**config.mk**
```make
export PLATFORM = sky130hd
export DESIGN_NAME = modular_division_root
export DESIGN_NICKNAME = d
export VERILOG_FILES = /design/src/sv/mdr_pkg.sv /design/src/sv/mdr_datapath.sv /design/src/sv/mdr_ctrl.sv /design/src/sv/modular_division_root.sv
export SDC_FILE = /design/constraint.sdc
export NUM_CORES = 2
export LEC_CHECK = 0
export ABC_AREA = 1
export BUFFER_PORTS_ARGS = -buffer_cell sky130_fd_sc_hd__buf_2
export CORE_MARGIN = 4
export CORE_UTILIZATION = 31
export DETAILED_ROUTE_END_ITERATION = 10
export SYNTH_ARGS = -nofsm -noshare
export SYNTH_HDL_FRONTEND = slang
export SYNTH_HIERARCHICAL = 1
export SYNTH_SLANG_ARGS = --single-unit
```
**constraint.sdc**
```tcl
create_clock -name clk -period 12.45 [get_ports clk]
set_clock_uncertainty 0.05 [all_clocks]
set_input_delay 2.49 -clock clk [delete_from_list [all_inputs] [get_ports clk]]
set_output_delay 2.49 -clock clk [all_outputs]
set_load 0.01 [all_outputs]
```
**src/sv/mdr_pkg.sv**
```systemverilog
// Shared types and constants for the modular division block.
package mdr_pkg;

    localparam int MOD_BITS_DEF = 32;
    localparam int DATA_W       = 64;
    localparam int MODIN_W      = 32;
    localparam int ROOT_W       = 32;

    // Controller states
    typedef enum logic [3:0] {
        ST_IDLE,
        ST_LOAD,
        ST_RED_A,
        ST_RED_B,
        ST_FIX_A,
        ST_INV,
        ST_INV_CHK,
        ST_MUL,
        ST_DONE
    } state_t;

    // Datapath operation select
    typedef enum logic [2:0] {
        OP_NONE,
        OP_LOAD,
        OP_RED_A,
        OP_RED_B,
        OP_FIX_A,
        OP_INV,
        OP_MUL,
        OP_FINISH
    } op_t;

    typedef struct packed {
        op_t  op;
        logic init;
    } cmd_t;

    typedef struct packed {
        logic red_done;
        logic inv_done;
        logic mul_done;
        logic p_zero;
    } sts_t;

endpackage

```
**src/sv/mdr_datapath.sv**
```systemverilog
// Datapath: bit-serial reductions, extended Euclid inverse with serial division, shift-add multiply.
module mdr_datapath #(
    parameter int MODULUS_BITS = mdr_pkg::MOD_BITS_DEF
) (
    input  logic                        clk,
    input  logic                        rst_n,
    input  mdr_pkg::cmd_t               cmd,
    output mdr_pkg::sts_t               sts,
    input  logic [mdr_pkg::DATA_W-1:0]  numerator,
    input  logic [mdr_pkg::DATA_W-1:0]  denominator,
    input  logic [mdr_pkg::MODIN_W-1:0] modulus,
    output logic [mdr_pkg::ROOT_W-1:0]  root
);
    localparam int W  = MODULUS_BITS;
    localparam int DW = mdr_pkg::DATA_W;
    localparam int CW = $clog2(2 * W + DW + 2);

    // Modulus, extended from the 32-bit field and masked to W bits
    logic [W-1:0] p_in;
    always_comb
    begin
        p_in = '0;
        for (int i = 0; i < W; i++)
        begin
            if (i < mdr_pkg::MODIN_W)
                p_in[i] = modulus[i];
        end
    end

    logic [W-1:0]    p_reg, p_next;
    logic [DW-1:0]   b_reg, b_next;       // denominator held for the second reduction
    logic [DW-1:0]   sh_reg, sh_next;     // value being shifted into a residue / dividend
    logic [W:0]      acc_reg, acc_next;   // running residue / product
    logic [W-1:0]    ra_reg, ra_next;     // residue of a
    logic            neg_reg, neg_next;
    logic [CW-1:0]   cnt_reg, cnt_next;
    // Extended Euclid: remainders r0,r1 with coefficients t0,t1 (mod p)
    logic [W-1:0]    r0_reg, r0_next, r1_reg, r1_next;
    logic [W-1:0]    t0_reg, t0_next, t1_reg, t1_next;
    logic [W-1:0]    rem_reg, rem_next;   // partial remainder of r0 / r1
    logic [W-1:0]    g_reg, g_next;       // gcd(b mod p, p)
    logic [W-1:0]    inv_reg, inv_next;
    logic [W-1:0]    res_reg, res_next;

    // Helpers
    function automatic logic [W-1:0] sub_m(input logic [W-1:0] x, input logic [W-1:0] y,
                                           input logic [W-1:0] p);
        begin
            if (x >= y)
                sub_m = x - y;
            else
                sub_m = p - (y - x);
        end
    endfunction

    // Shift one bit into residue: r = 2r + bit mod p (r < p)
    function automatic logic [W:0] dbl_add(input logic [W:0] r, input logic b,
                                           input logic [W-1:0] p);
        logic [W+1:0] t;
        begin
            t = {r, b};
            if (t >= {2'b0, p})
                t = t - {2'b0, p};
            dbl_add = t[W:0];
        end
    endfunction

    logic [W:0]   mt;
    logic [W+1:0] ms;
    logic [W:0]   rs;
    logic         qbit;

    always_comb
    begin
        p_next   = p_reg;
        b_next   = b_reg;
        sh_next  = sh_reg;
        acc_next = acc_reg;
        ra_next  = ra_reg;
        neg_next = neg_reg;
        cnt_next = cnt_reg;
        r0_next  = r0_reg;
        r1_next  = r1_reg;
        t0_next  = t0_reg;
        t1_next  = t1_reg;
        rem_next = rem_reg;
        g_next   = g_reg;
        inv_next = inv_reg;
        res_next = res_reg;
        sts      = '0;
        mt       = '0;
        ms       = '0;
        rs       = '0;
        qbit     = 1'b0;
        unique case (cmd.op)
            mdr_pkg::OP_LOAD:
            begin
                p_next   = p_in;
                b_next   = denominator;
                neg_next = numerator[DW-1];
                sh_next  = numerator[DW-1] ? (~numerator + 1'b1) : numerator;
                acc_next = '0;
                cnt_next = CW'(DW);
            end
            mdr_pkg::OP_RED_A, mdr_pkg::OP_RED_B:
            begin
                if (cmd.init)
                begin
                    sh_next  = b_reg;
                    acc_next = '0;
                    cnt_next = CW'(DW);
                end
                else if (cnt_reg != '0)
                begin
                    acc_next = dbl_add(acc_reg, sh_reg[DW-1], p_reg);
                    sh_next  = {sh_reg[DW-2:0], 1'b0};
                    cnt_next = cnt_reg - 1'b1;
                end
                sts.red_done = (cnt_reg == '0) && !cmd.init;
            end
            mdr_pkg::OP_FIX_A:
            begin
                if (neg_reg && acc_reg[W-1:0] != '0)
                    ra_next = p_reg - acc_reg[W-1:0];
                else
                    ra_next = acc_reg[W-1:0];
            end
            mdr_pkg::OP_INV:
            begin
                if (cmd.init)
                begin
                    // r0 = p, r1 = b mod p; t0 = 0, t1 = 1 mod p
                    r0_next  = p_reg;
                    r1_next  = acc_reg[W-1:0];
                    t0_next  = '0;
                    t1_next  = (p_reg == W'(1)) ? '0 : W'(1);
                    rem_next = '0;
                    acc_next = '0;
                    sh_next  = '0;
                    sh_next[W-1:0] = p_reg;
                    cnt_next = CW'(W);
                end
                else if (r1_reg == '0)
                begin
                    sts.inv_done = 1'b1;
                    g_next   = r0_reg;
                    inv_next = t0_reg;
                end
                else if (cnt_reg != '0)
                begin
                    // One quotient bit: restoring division step, Horner update of q*t1 mod p
                    rs   = {rem_reg, sh_reg[W-1]};
                    qbit = (rs >= {1'b0, r1_reg});
                    if (qbit)
                        rs = rs - {1'b0, r1_reg};
                    mt = dbl_add(acc_reg, 1'b0, p_reg);
                    if (qbit)
                    begin
                        ms = {1'b0, mt} + {2'b0, t1_reg};
                        if (ms >= {2'b0, p_reg})
                            ms = ms - {2'b0, p_reg};
                        mt = ms[W:0];
                    end
                    acc_next = mt;
                    rem_next = rs[W-1:0];
                    sh_next  = {sh_reg[DW-2:0], 1'b0};
                    cnt_next = cnt_reg - 1'b1;
                end
                else
                begin
                    // Quotient done: advance the remainder sequence
                    r0_next  = r1_reg;
                    r1_next  = rem_reg;
                    t0_next  = t1_reg;
                    t1_next  = sub_m(t0_reg, acc_reg[W-1:0], p_reg);
                    rem_next = '0;
                    acc_next = '0;
                    sh_next  = '0;
                    sh_next[W-1:0] = r1_reg;
                    cnt_next = CW'(W);
                end
            end
            mdr_pkg::OP_MUL:
            begin
                if (cmd.init)
                begin
                    acc_next = '0;
                    cnt_next = CW'(W);
                    sh_next  = '0;
                    sh_next[W-1:0] = ra_reg;
                end
                else if (cnt_reg != '0)
                begin
                    mt = dbl_add(acc_reg, 1'b0, p_reg);
                    if (sh_reg[W-1])
                    begin
                        ms = {1'b0, mt} + {2'b0, inv_reg};
                        if (ms >= {2'b0, p_reg})
                            ms = ms - {2'b0, p_reg};
                        mt = ms[W:0];
                    end
                    acc_next = mt;
                    sh_next  = {sh_reg[DW-2:0], 1'b0};
                    cnt_next = cnt_reg - 1'b1;
                end
                sts.mul_done = (cnt_reg == '0) && !cmd.init;
            end
            mdr_pkg::OP_FINISH:
            begin
                if (p_reg == '0)
                    res_next = '0;
                else if (g_reg != W'(1) && p_reg != W'(1))
                    res_next = p_reg;
                else
                    res_next = acc_reg[W-1:0];
            end
            default:
            begin
            end
        endcase
        sts.p_zero = (p_reg == '0);
    end

    always_ff @(posedge clk)
    begin
        p_reg   <= p_next;
        b_reg   <= b_next;
        sh_reg  <= sh_next;
        acc_reg <= acc_next;
        ra_reg  <= ra_next;
        neg_reg <= neg_next;
        cnt_reg <= cnt_next;
        r0_reg  <= r0_next;
        r1_reg  <= r1_next;
        t0_reg  <= t0_next;
        t1_reg  <= t1_next;
        rem_reg <= rem_next;
        g_reg   <= g_next;
        inv_reg <= inv_next;
        res_reg <= res_next;
    end

    always_comb
    begin
        root = '0;
        for (int i = 0; i < mdr_pkg::ROOT_W; i++)
        begin
            if (i < W)
                root[i] = res_reg[i];
        end
    end

    // Residues stay below the modulus during the inverse and multiply, and after the fix of a
    assert property (@(posedge clk) disable iff (!rst_n)
        (cmd.op == mdr_pkg::OP_INV && !cmd.init && p_reg != '0)
            |-> (t0_reg < p_reg && t1_reg < p_reg))
        else $error("inverse coefficient out of range");
    assert property (@(posedge clk) disable iff (!rst_n)
        (cmd.op == mdr_pkg::OP_MUL && !cmd.init && p_reg != '0) |-> acc_reg < {1'b0, p_reg})
        else $error("product accumulator out of range");
    assert property (@(posedge clk) disable iff (!rst_n)
        $past(cmd.op == mdr_pkg::OP_FIX_A) && p_reg != '0 |-> ra_reg < p_reg)
        else $error("residue of a out of range");
endmodule

```
**src/sv/mdr_ctrl.sv**
```systemverilog
// Controller state machine sequencing reductions, inverse and multiply.
module mdr_ctrl (
    input  logic          clk,
    input  logic          rst_n,
    input  logic          in_valid,
    output logic          in_stall,
    output logic          out_valid,
    input  logic          out_stall,
    output mdr_pkg::cmd_t cmd,
    input  mdr_pkg::sts_t sts
);
    mdr_pkg::state_t state_reg, state_next;
    logic            first_reg, first_next;

    always_ff @(posedge clk or negedge rst_n)
    begin
        if (!rst_n)
        begin
            state_reg <= mdr_pkg::ST_IDLE;
            first_reg <= 1'b0;
        end
        else
        begin
            state_reg <= state_next;
            first_reg <= first_next;
        end
    end

    always_comb
    begin
        state_next = state_reg;
        first_next = 1'b0;
        cmd        = '0;
        in_stall   = 1'b1;
        out_valid  = 1'b0;
        unique case (state_reg)
            mdr_pkg::ST_IDLE:
            begin
                in_stall = 1'b0;
                if (in_valid)
                begin
                    cmd.op     = mdr_pkg::OP_LOAD;
                    state_next = mdr_pkg::ST_RED_A;
                end
            end
            mdr_pkg::ST_RED_A:
            begin
                cmd.op = mdr_pkg::OP_RED_A;
                if (sts.p_zero)
                begin
                    cmd.op     = mdr_pkg::OP_FINISH;
                    state_next = mdr_pkg::ST_DONE;
                end
                else if (sts.red_done)
                    state_next = mdr_pkg::ST_FIX_A;
            end
            mdr_pkg::ST_FIX_A:
            begin
                cmd.op     = mdr_pkg::OP_FIX_A;
                state_next = mdr_pkg::ST_LOAD;
            end
            mdr_pkg::ST_LOAD:
            begin
                cmd.op     = mdr_pkg::OP_RED_B;
                cmd.init   = 1'b1;
                state_next = mdr_pkg::ST_RED_B;
            end
            mdr_pkg::ST_RED_B:
            begin
                cmd.op = mdr_pkg::OP_RED_B;
                if (sts.red_done)
                begin
                    first_next = 1'b1;
                    state_next = mdr_pkg::ST_INV;
                end
            end
            mdr_pkg::ST_INV:
            begin
                cmd.op   = mdr_pkg::OP_INV;
                cmd.init = first_reg;
                if (sts.inv_done)
                begin
                    first_next = 1'b1;
                    state_next = mdr_pkg::ST_MUL;
                end
            end
            mdr_pkg::ST_MUL:
            begin
                cmd.op   = mdr_pkg::OP_MUL;
                cmd.init = first_reg;
                if (sts.mul_done)
                    state_next = mdr_pkg::ST_INV_CHK;
            end
            mdr_pkg::ST_INV_CHK:
            begin
                cmd.op     = mdr_pkg::OP_FINISH;
                state_next = mdr_pkg::ST_DONE;
            end
            mdr_pkg::ST_DONE:
            begin
                out_valid = 1'b1;
                if (!out_stall)
                    state_next = mdr_pkg::ST_IDLE;
            end
            default:
            begin
                state_next = mdr_pkg::ST_IDLE;
            end
        endcase
    end

    // Only one side of the block is open at a time
    assert property (@(posedge clk) disable iff (!rst_n) !(out_valid && !in_stall))
        else $error("input open while result pending");
    assert property (@(posedge clk) disable iff (!rst_n)
        (in_valid && !in_stall) |=> state_reg == mdr_pkg::ST_RED_A)
        else $error("accepted transaction did not start reduction");
    assert property (@(posedge clk) disable iff (!rst_n)
        (out_valid && !out_stall) |=> state_reg == mdr_pkg::ST_IDLE)
        else $error("delivered result did not return to idle");
endmodule

```
**src/sv/modular_division_root.sv**
```systemverilog
// Top level: modular division a/b mod p, or p when b has no inverse.
// Usage:
//   Input channel (in_valid/in_stall) carries numerator (signed 64-bit),
//   denominator (64-bit) and modulus (32-bit). Output channel
//   (out_valid/out_stall) carries root. A transaction completes at a clock
//   edge with valid high and stall low.
//   One transaction is processed at a time. Before out_valid rises the
//   block runs two bit-serial reductions, S extended-Euclid steps of one
//   serial division each (S is at most about 1.44*MODULUS_BITS + 2), and a
//   MODULUS_BITS-step shift-add multiply; the Euclid divisions take most
//   of the time at the default width.
//   The next transaction can be taken in the cycle after the result is
//   delivered. A zero modulus skips the work: the controller goes from the
//   first reduction straight to the done state and raises out_valid with
//   root 0.
//   While the result waits under out_stall it holds steady and in_stall
//   stays high. Reset returns the controller to idle, ready for input.
module modular_division_root #(
    parameter int MODULUS_BITS = mdr_pkg::MOD_BITS_DEF
) (
    input  logic                        clk,
    input  logic                        rst_n,
    input  logic                        in_valid,
    output logic                        in_stall,
    input  logic [mdr_pkg::DATA_W-1:0]  numerator,
    input  logic [mdr_pkg::DATA_W-1:0]  denominator,
    input  logic [mdr_pkg::MODIN_W-1:0] modulus,
    output logic                        out_valid,
    input  logic                        out_stall,
    output logic [mdr_pkg::ROOT_W-1:0]  root
);
    mdr_pkg::cmd_t cmd;
    mdr_pkg::sts_t sts;

    mdr_ctrl u_ctrl (
        .clk       (clk),
        .rst_n     (rst_n),
        .in_valid  (in_valid),
        .in_stall  (in_stall),
        .out_valid (out_valid),
        .out_stall (out_stall),
        .cmd       (cmd),
        .sts       (sts)
    );

    mdr_datapath #(
        .MODULUS_BITS (MODULUS_BITS)
    ) u_dp (
        .clk         (clk),
        .rst_n       (rst_n),
        .cmd         (cmd),
        .sts         (sts),
        .numerator   (numerator),
        .denominator (denominator),
        .modulus     (modulus),
        .root        (root)
    );
endmodule

```
Word-level counts from Yosys, hierarchy flattened
Cells that the tools add are included.
- memories: 0
- RAM bits: 0
- logic and storage cells: 162
- output and inout port bits: 34
- latch bits: 0
- register bits after elaboration: 495
- bits in read-only memories: 0
- bits of input ports: 164
- reduce and logical (&&, ||, !) cells: 20
- multiplexer cells: 75
- add/sub/neg operators: 13
- order comparisons: 6
- multipliers: 0
- bitwise operators: 2
- equal/unequal tests: 29
- divide/modulo/power cells: 0
- shift operators: 0
- operators with widths (cell ; number):
    two-way mux 33 bit ; 19
    two-way mux 32 bit ; 17
    two-way mux 64 bit ; 7
    case mux 64 bit (4 select lines) ; 1
    subtractor 32 bit ; 5
    >= comparator 34 x 32 -> 1 bit ; 4
    case mux 33 bit (4 select lines) ; 1
    subtractor 33 x 32 -> 33 bit ; 4
    adder 33 x 32 -> 34 bit ; 2
    adder 64 x 1 -> 64 bit (second input constant) ; 1
    zero test 32 bit ; 2
    inequality test 32 x 1 -> 1 bit (second input constant) ; 2
    NOT 64 bit ; 1
    two-way mux 8 bit ; 6
    case mux 4 bit (9 select lines) ; 1
    >= comparator 33 x 32 -> 1 bit ; 1
    == test 32 x 1 -> 1 bit (second input constant) ; 1
    >= comparator 32 bit ; 1
    case mux 8 bit (4 select lines) ; 1
    nonzero test 32 bit ; 1
    two-way mux 4 bit ; 7
    case mux 3 bit (7 select lines) ; 1
    == test 4 x 3 -> 1 bit (second input constant) ; 4
    == test 3 bit (second input constant) ; 4
    other kinds (26) ; 51

Logic depth before layout (Yosys ltp)
- depth in word-level cells: 14
- mapped depth: 47
- gate-level depth less buffers: 43

Cells and area by module
Netlist, hierarchy kept.
- modules (own cells, without submodules) (module ; cells an instance ; sequential area each (um2) ; instances ; area an instance (um2)):
    mdr_datapath ; 5928 ; 14714.1 ; 1 ; 43379.1
    mdr_ctrl ; 62 ; 125.1 ; 1 ; 416.6

Least setup slack after synthesis
OpenSTA, ideal clock, no wires.
- kind: input port to flip-flop
- from: input port in_valid
- to: register u_dp.r0_reg[0], enable pin
- slack: -0.628 ns
- buffers on the path: 1
- stages on the path: 9
- data required time: 11.629 ns
- setup time: 0.771 ns
- data arrival time: 12.256 ns
- cell sequence: inv_1 o2111ai_1 inv_1 nor2_1 inv_1 nor2_2 inv_2 clkbuf_1 nor3_1
- RTL lines (element ; RTL line ; RTL):
    start: declaration ; modular_division_root.sv:23 ; input logic in_valid,
    end signal: assignment ; mdr_datapath.sv:233 ; r0_reg <= r0_next;
    end: declaration ; mdr_datapath.sv:38 ; logic [W-1:0] r0_reg, r0_next, r1_reg, r1_next;

Final worst setup path
- from: register u_dp.p_reg[17]
- to: register u_dp.acc_reg[26] (data pin)
- longest elaborated chain between the ends: 14
- elaborated cells on any way between the ends: 39
- those cells by class: add/sub: 6; order compare: 4; eq/ne: 5; mux: 22; reduce/logical: 2
- RTL lines (element ; RTL line ; RTL):
    start: declaration ; mdr_datapath.sv:30 ; logic [W-1:0] p_reg, p_next;
    start signal: assignment ; mdr_datapath.sv:226 ; p_reg <= p_next;
    subtractor 33 x 32 -> 33 bit / >= comparator 34 x 32 -> 1 bit (equally long branches) ; mdr_datapath.sv:63, mdr_datapath.sv:62 ;
    two-way mux 33 bit ; mdr_datapath.sv:62 ; if (t >= {2'b0, p})
    two-way mux 33 bit ; mdr_datapath.sv:149, mdr_datapath.sv:192 ;
    two-way mux 33 bit ; mdr_datapath.sv:143 ; else if (r1_reg == '0)
    two-way mux 33 bit ; mdr_datapath.sv:130 ; if (cmd.init)
    two-way mux 33 bit ; mdr_datapath.sv:95 ; unique case (cmd.op)
    adder 33 x 32 -> 34 bit ; mdr_datapath.sv:159 ; ms = {1'b0, mt} + {2'b0, t1_reg};
    subtractor 33 x 32 -> 33 bit / >= comparator 34 x 32 -> 1 bit (equally long branches) ; mdr_datapath.sv:161, mdr_datapath.sv:160 ;
    two-way mux 33 bit ; mdr_datapath.sv:160 ; if (ms >= {2'b0, p_reg})
    two-way mux 33 bit ; mdr_datapath.sv:157 ; if (qbit)
    two-way mux 33 bit ; mdr_datapath.sv:149 ; else if (cnt_reg != '0)
    two-way mux 33 bit ; mdr_datapath.sv:143 ;
    two-way mux 33 bit ; mdr_datapath.sv:130 ;
    case mux 33 bit (4 select lines) (*) ; mdr_datapath.sv:95 ;
    via u_dp.acc_next[26] ; mdr_datapath.sv:33 ; logic [W:0] acc_reg, acc_next;
    end signal: assignment ; mdr_datapath.sv:229 ; acc_reg <= acc_next;
    end: declaration ; mdr_datapath.sv:33 ;
Mark *: on every way through the listed nets, which the timed path passes. The rest lies on a longest branch. The select of a mux whose other input is x is not followed.
A chain may end at the register's enable or synchronous reset.

==> metrics.log <==
INFO  metric max-cap-violations = 0
INFO  metric synth_seq_area_share = 0.3388
INFO  metric report.final.slew_viol_count = 0
INFO  metric grt_remaining_overflow = 0
INFO  metric die_ar = 0.1474 mm^2
INFO  metric cts_tree = built
INFO  metric area_used_by_sequential_logic_in_the_layout = 0.01484 mm^2
INFO  metric timing.critical_path.fanout_max = 33
INFO  metric timing.final.setup_violations = 0
INFO  metric synth-edff-count = 490
INFO  metric synth_largest_area_cell = sky130_fd_sc_hd__edfxtp_1
INFO  metric reg2reg_setup_slack = 2.36 ns
INFO  metric gr-usage-all-layers = 0.2721
INFO  metric routed-wl-met3 = about 24,000 um
INFO  metric via_per_inst = 5.587
INFO  metric cts-hold-fix-buffers = 0
INFO  metric placed_cell_area = roughly 0.047 mm^2
INFO  metric die_w = between 300 and 400 um
INFO  metric post-route-min-period = between 10 and 15 ns
INFO  metric die_h = ~380 um
INFO  metric final_net_count = around 6,600
INFO  metric cts_resized = 0
INFO  metric routed_length_on_met1 = between 90,000 and 100,000 um
INFO  metric fin_worst_hold_slack = approximately 0.37 ns
INFO  metric ys_seq_elements = between 400 and 500
INFO  metric tightestPinTransition = about 1.3 ns
INFO  metric clk_pin_slew_worst_paths = about 0.07 ns
INFO  metric worst_slew_margin_rel = 0.1187
INFO  metric syn-instance-count = ~6,000
INFO  metric r2r_start = u_dp/p_reg[17]
INFO  metric wire_per_inst = 25.88 um
INFO  metric synth-warning-count = 6
INFO  metric ctsHtreeMaxLevel = 2
INFO  metric grt_antenna_before_repair = 19
INFO  metric timing.critical_path.arrival = 10.51 ns
INFO  metric drt-initial-drc-count = ~6,300
INFO  metric synth.cell_area = approximately 0.044 mm^2
INFO  metric hold_class = flop to flop
INFO  metric drt-pass1-iter-count = 6
INFO  metric postSynthAreaPerCell = between 7 and 8 um^2
INFO  metric run_status = completed
INFO  metric top_area_cells_in_the_synthesized_netlist = sky130_fd_sc_hd__edfxtp_1 34%, sky130_fd_sc_hd__nand2_1 12%, sky130_fd_sc_hd__ha_1 8.3%
INFO  metric start_kind = flop
INFO  metric footprint_of_the_multi_input_gates = ~0.025 mm^2
INFO  metric drc_errors = 0
INFO  metric min-delay-start = u_dp/r0_reg[30]
INFO  metric cts_sinks = between 400 and 500
INFO  metric whs_path_depth = 0
INFO  metric gp_congestion = between 1 and 1.5
INFO  metric floorplan.rows = approximately 140
INFO  metric cts-root-buf = sky130_fd_sc_hd__clkbuf_16
INFO  metric top_level_ports = ~200
INFO  metric dpl.hpwl = between 150,000 and 200,000 um
INFO  metric required_time_of_the_worst_setup_path = approximately 13 ns
INFO  metric holdPathEnd = u_dp/g_reg[30]
INFO  metric wl_met2 = roughly 85,000 um
INFO  metric end_kind = flop
INFO  metric crit_path_max_incr_delay = roughly 0.9 ns
INFO  metric timing.setup.tns = 0 ns
INFO  metric max_freq = around 99 MHz
INFO  metric final_cell_area = 0.04903 mm^2
INFO  metric fin_cells = slightly above 8,000
INFO  metric final_layout_size_suffix_gt1_frac = 0.07397
INFO  metric synthArstFlopShare = 0.01010
INFO  metric fillCellCount = 15,052
INFO  metric top_layer = met5
INFO  metric numPlacedInstances = a little under 8,000
INFO  metric yosys_most_used_dff = sky130_fd_sc_hd__edfxtp_1
INFO  metric synth.lib_cells_used.distinct = 65
INFO  metric yosys.area.top_type_share = 0.3360
INFO  metric floorplan.initialDensity = 0.3131
INFO  metric worstReg2RegEnd = u_dp/acc_reg[26]
INFO  metric crit_slowest_cell = sky130_fd_sc_hd__nor2_2
INFO  metric syn_to_final_growth = 11.94%
INFO  metric insertion_delay = around 0.71 ns
INFO  metric floorplan.core_area = 0.1399 mm^2
INFO  metric report.final.hold_viol_count = 0
INFO  metric critical-path-top-cell-by-count = sky130_fd_sc_hd__nand2_1
INFO  metric maximum_number_of_pins_on_one_net_before_global_route_repair = 117
INFO  metric post_detailed_routing_wire_length = around 210,000 um
INFO  metric worst_reg2reg_path_depth = 41
INFO  metric grt_first_pass_wirelength = between 200,000 and 300,000 um
INFO  metric cts.path.max_buffers = 3
INFO  metric post_cts.repair.setup_buffers = 0
INFO  metric timing.setup.critical_path_class = flop to flop
INFO  metric final_min_period_over_clock_period = 0.8101
INFO  metric count_of_antenna_violating_nets_left_after_detailed_routing = 0
INFO  metric numCtsBuffers = 59
INFO  metric rsz0062_at_grt = false
INFO  metric grt_pass1_vias = approximately 40,000
INFO  metric detailroute.via_count = about 45,000
INFO  metric port_buffers = between 150 and 200
INFO  metric synthesis.nets = 6,485
[cell type report]
class                   instances  share of cell area
multi-input cells            4538              0.5179
flip-flops and latches        495              0.3027
inverters                     788             0.06046
well taps                    1876             0.04788
clock buffers                  66             0.03065
repair buffers                260             0.03001
clock inverters                45             0.01016
diodes                          5           0.0002552
[Yosys cell counts, types with 34 or more instances]
| master | number |
|---|---|
| sky130_fd_sc_hd__a21oi_1 | 495 |
| sky130_fd_sc_hd__nand3_1 | 411 |
| sky130_fd_sc_hd__clkbuf_1 | 118 |
| sky130_fd_sc_hd__nand2_1 | 1406 |
| sky130_fd_sc_hd__inv_1 | 768 |
| sky130_fd_sc_hd__nor3_1 | 89 |
| sky130_fd_sc_hd__fa_1 | 40 |
| sky130_fd_sc_hd__a21o_1 | 34 |
| sky130_fd_sc_hd__a31oi_1 | 36 |
| sky130_fd_sc_hd__ha_1 | 291 |
| sky130_fd_sc_hd__o21bai_1 | 39 |
| sky130_fd_sc_hd__edfxtp_1 | 490 |
| sky130_fd_sc_hd__xor2_1 | 187 |
| sky130_fd_sc_hd__nor4_1 | 48 |
| sky130_fd_sc_hd__o21ai_0 | 475 |
| sky130_fd_sc_hd__nor2_1 | 543 |
| sky130_fd_sc_hd__nand4_1 | 79 |
| sky130_fd_sc_hd__xnor2_1 | 104 |
[cells in the final DEF, fill, tap and decap left out, drive strengths merged, types with 9 or more instances in the layout]
cell	instances
nand2	1417
inv	783
nor2	559
a21oi	497
edfxtp	490
o21ai	479
nand3	416
ha	291
buf	260
xor2	187
xnor2	104
nor3	91
nand4	79
clkbuf	66
nor4	48
fa	40
o21bai	39
a31oi	36
clkinv	35
a21o	34
or2	31
o21a	28
o211ai	23
o2111ai	17
a211oi	14
o31ai	12
nand3b	12
a221oi	12
o311ai	11
a311oi	9
[how the worst max path moves through the flow]
stage,start,end,slack [ns],depth (start not counted)
6_report,u_dp/p_reg[17],u_dp/acc_reg[26],2.36,41
5_1_grt,u_dp/p_reg[17],u_dp/acc_reg[26],2.07,41
4_1_cts,u_dp/p_reg[17],u_dp/acc_reg[26],2.75,41
3_5_place_dp,u_dp/p_reg[17],u_dp/acc_reg[26],2.79,41
3_3_place_gp,u_dp/p_reg[17],u_dp/acc_reg[26],2.72,41
2_1_floorplan,in_valid,u_dp/acc_reg[0],1.91,11
[stage by stage]
| stage | utilization | setup slack, ns |
|---|---|---|
| 2_1_floorplan | - | 1.911 |
| 3_3_place_gp | 0.3361 | 2.716 |
| 3_5_place_dp | 0.3361 | 2.787 |
| 4_1_cts | 0.3504 | 2.748 |
| 5_1_grt | 0.3504 | 2.072 |
| 6_report | 0.3505 | 2.365 |
[layer usage]
layer,vias to the layer above,GRT usage
li1,20604,-
met1,21739,0.3992
met2,2406,0.3862
met3,340,0.06717
met4,14,0.09120
met5,-,0
[worst max-delay path, delay by kind of cell, from the launching register on]
kind / cells / cell delay, ns
AND/OR/NAND/NOR: 24 / 3.84
AO/OA/AOI/OAI: 6 / 2.10
adder cells (fa/ha/maj): 3 / 1.47
buffers and inverters: 7 / 1.21
flip-flops: 1 / 0.70
XOR/XNOR: 1 / 0.41
[logic make-up after synthesis]
kind of cell    Yosys count  synth area share
simple gates           2662            0.2564
compound gates         1254            0.1610
xor+xnor                291           0.05819
fa+ha+maj               331            0.1014
buf+inv                 957           0.08416
flops                   495            0.3388
Power is left out: the tool's default activity adds up to more than one toggle a clock period on the data nets, which glitch-free logic cannot reach.
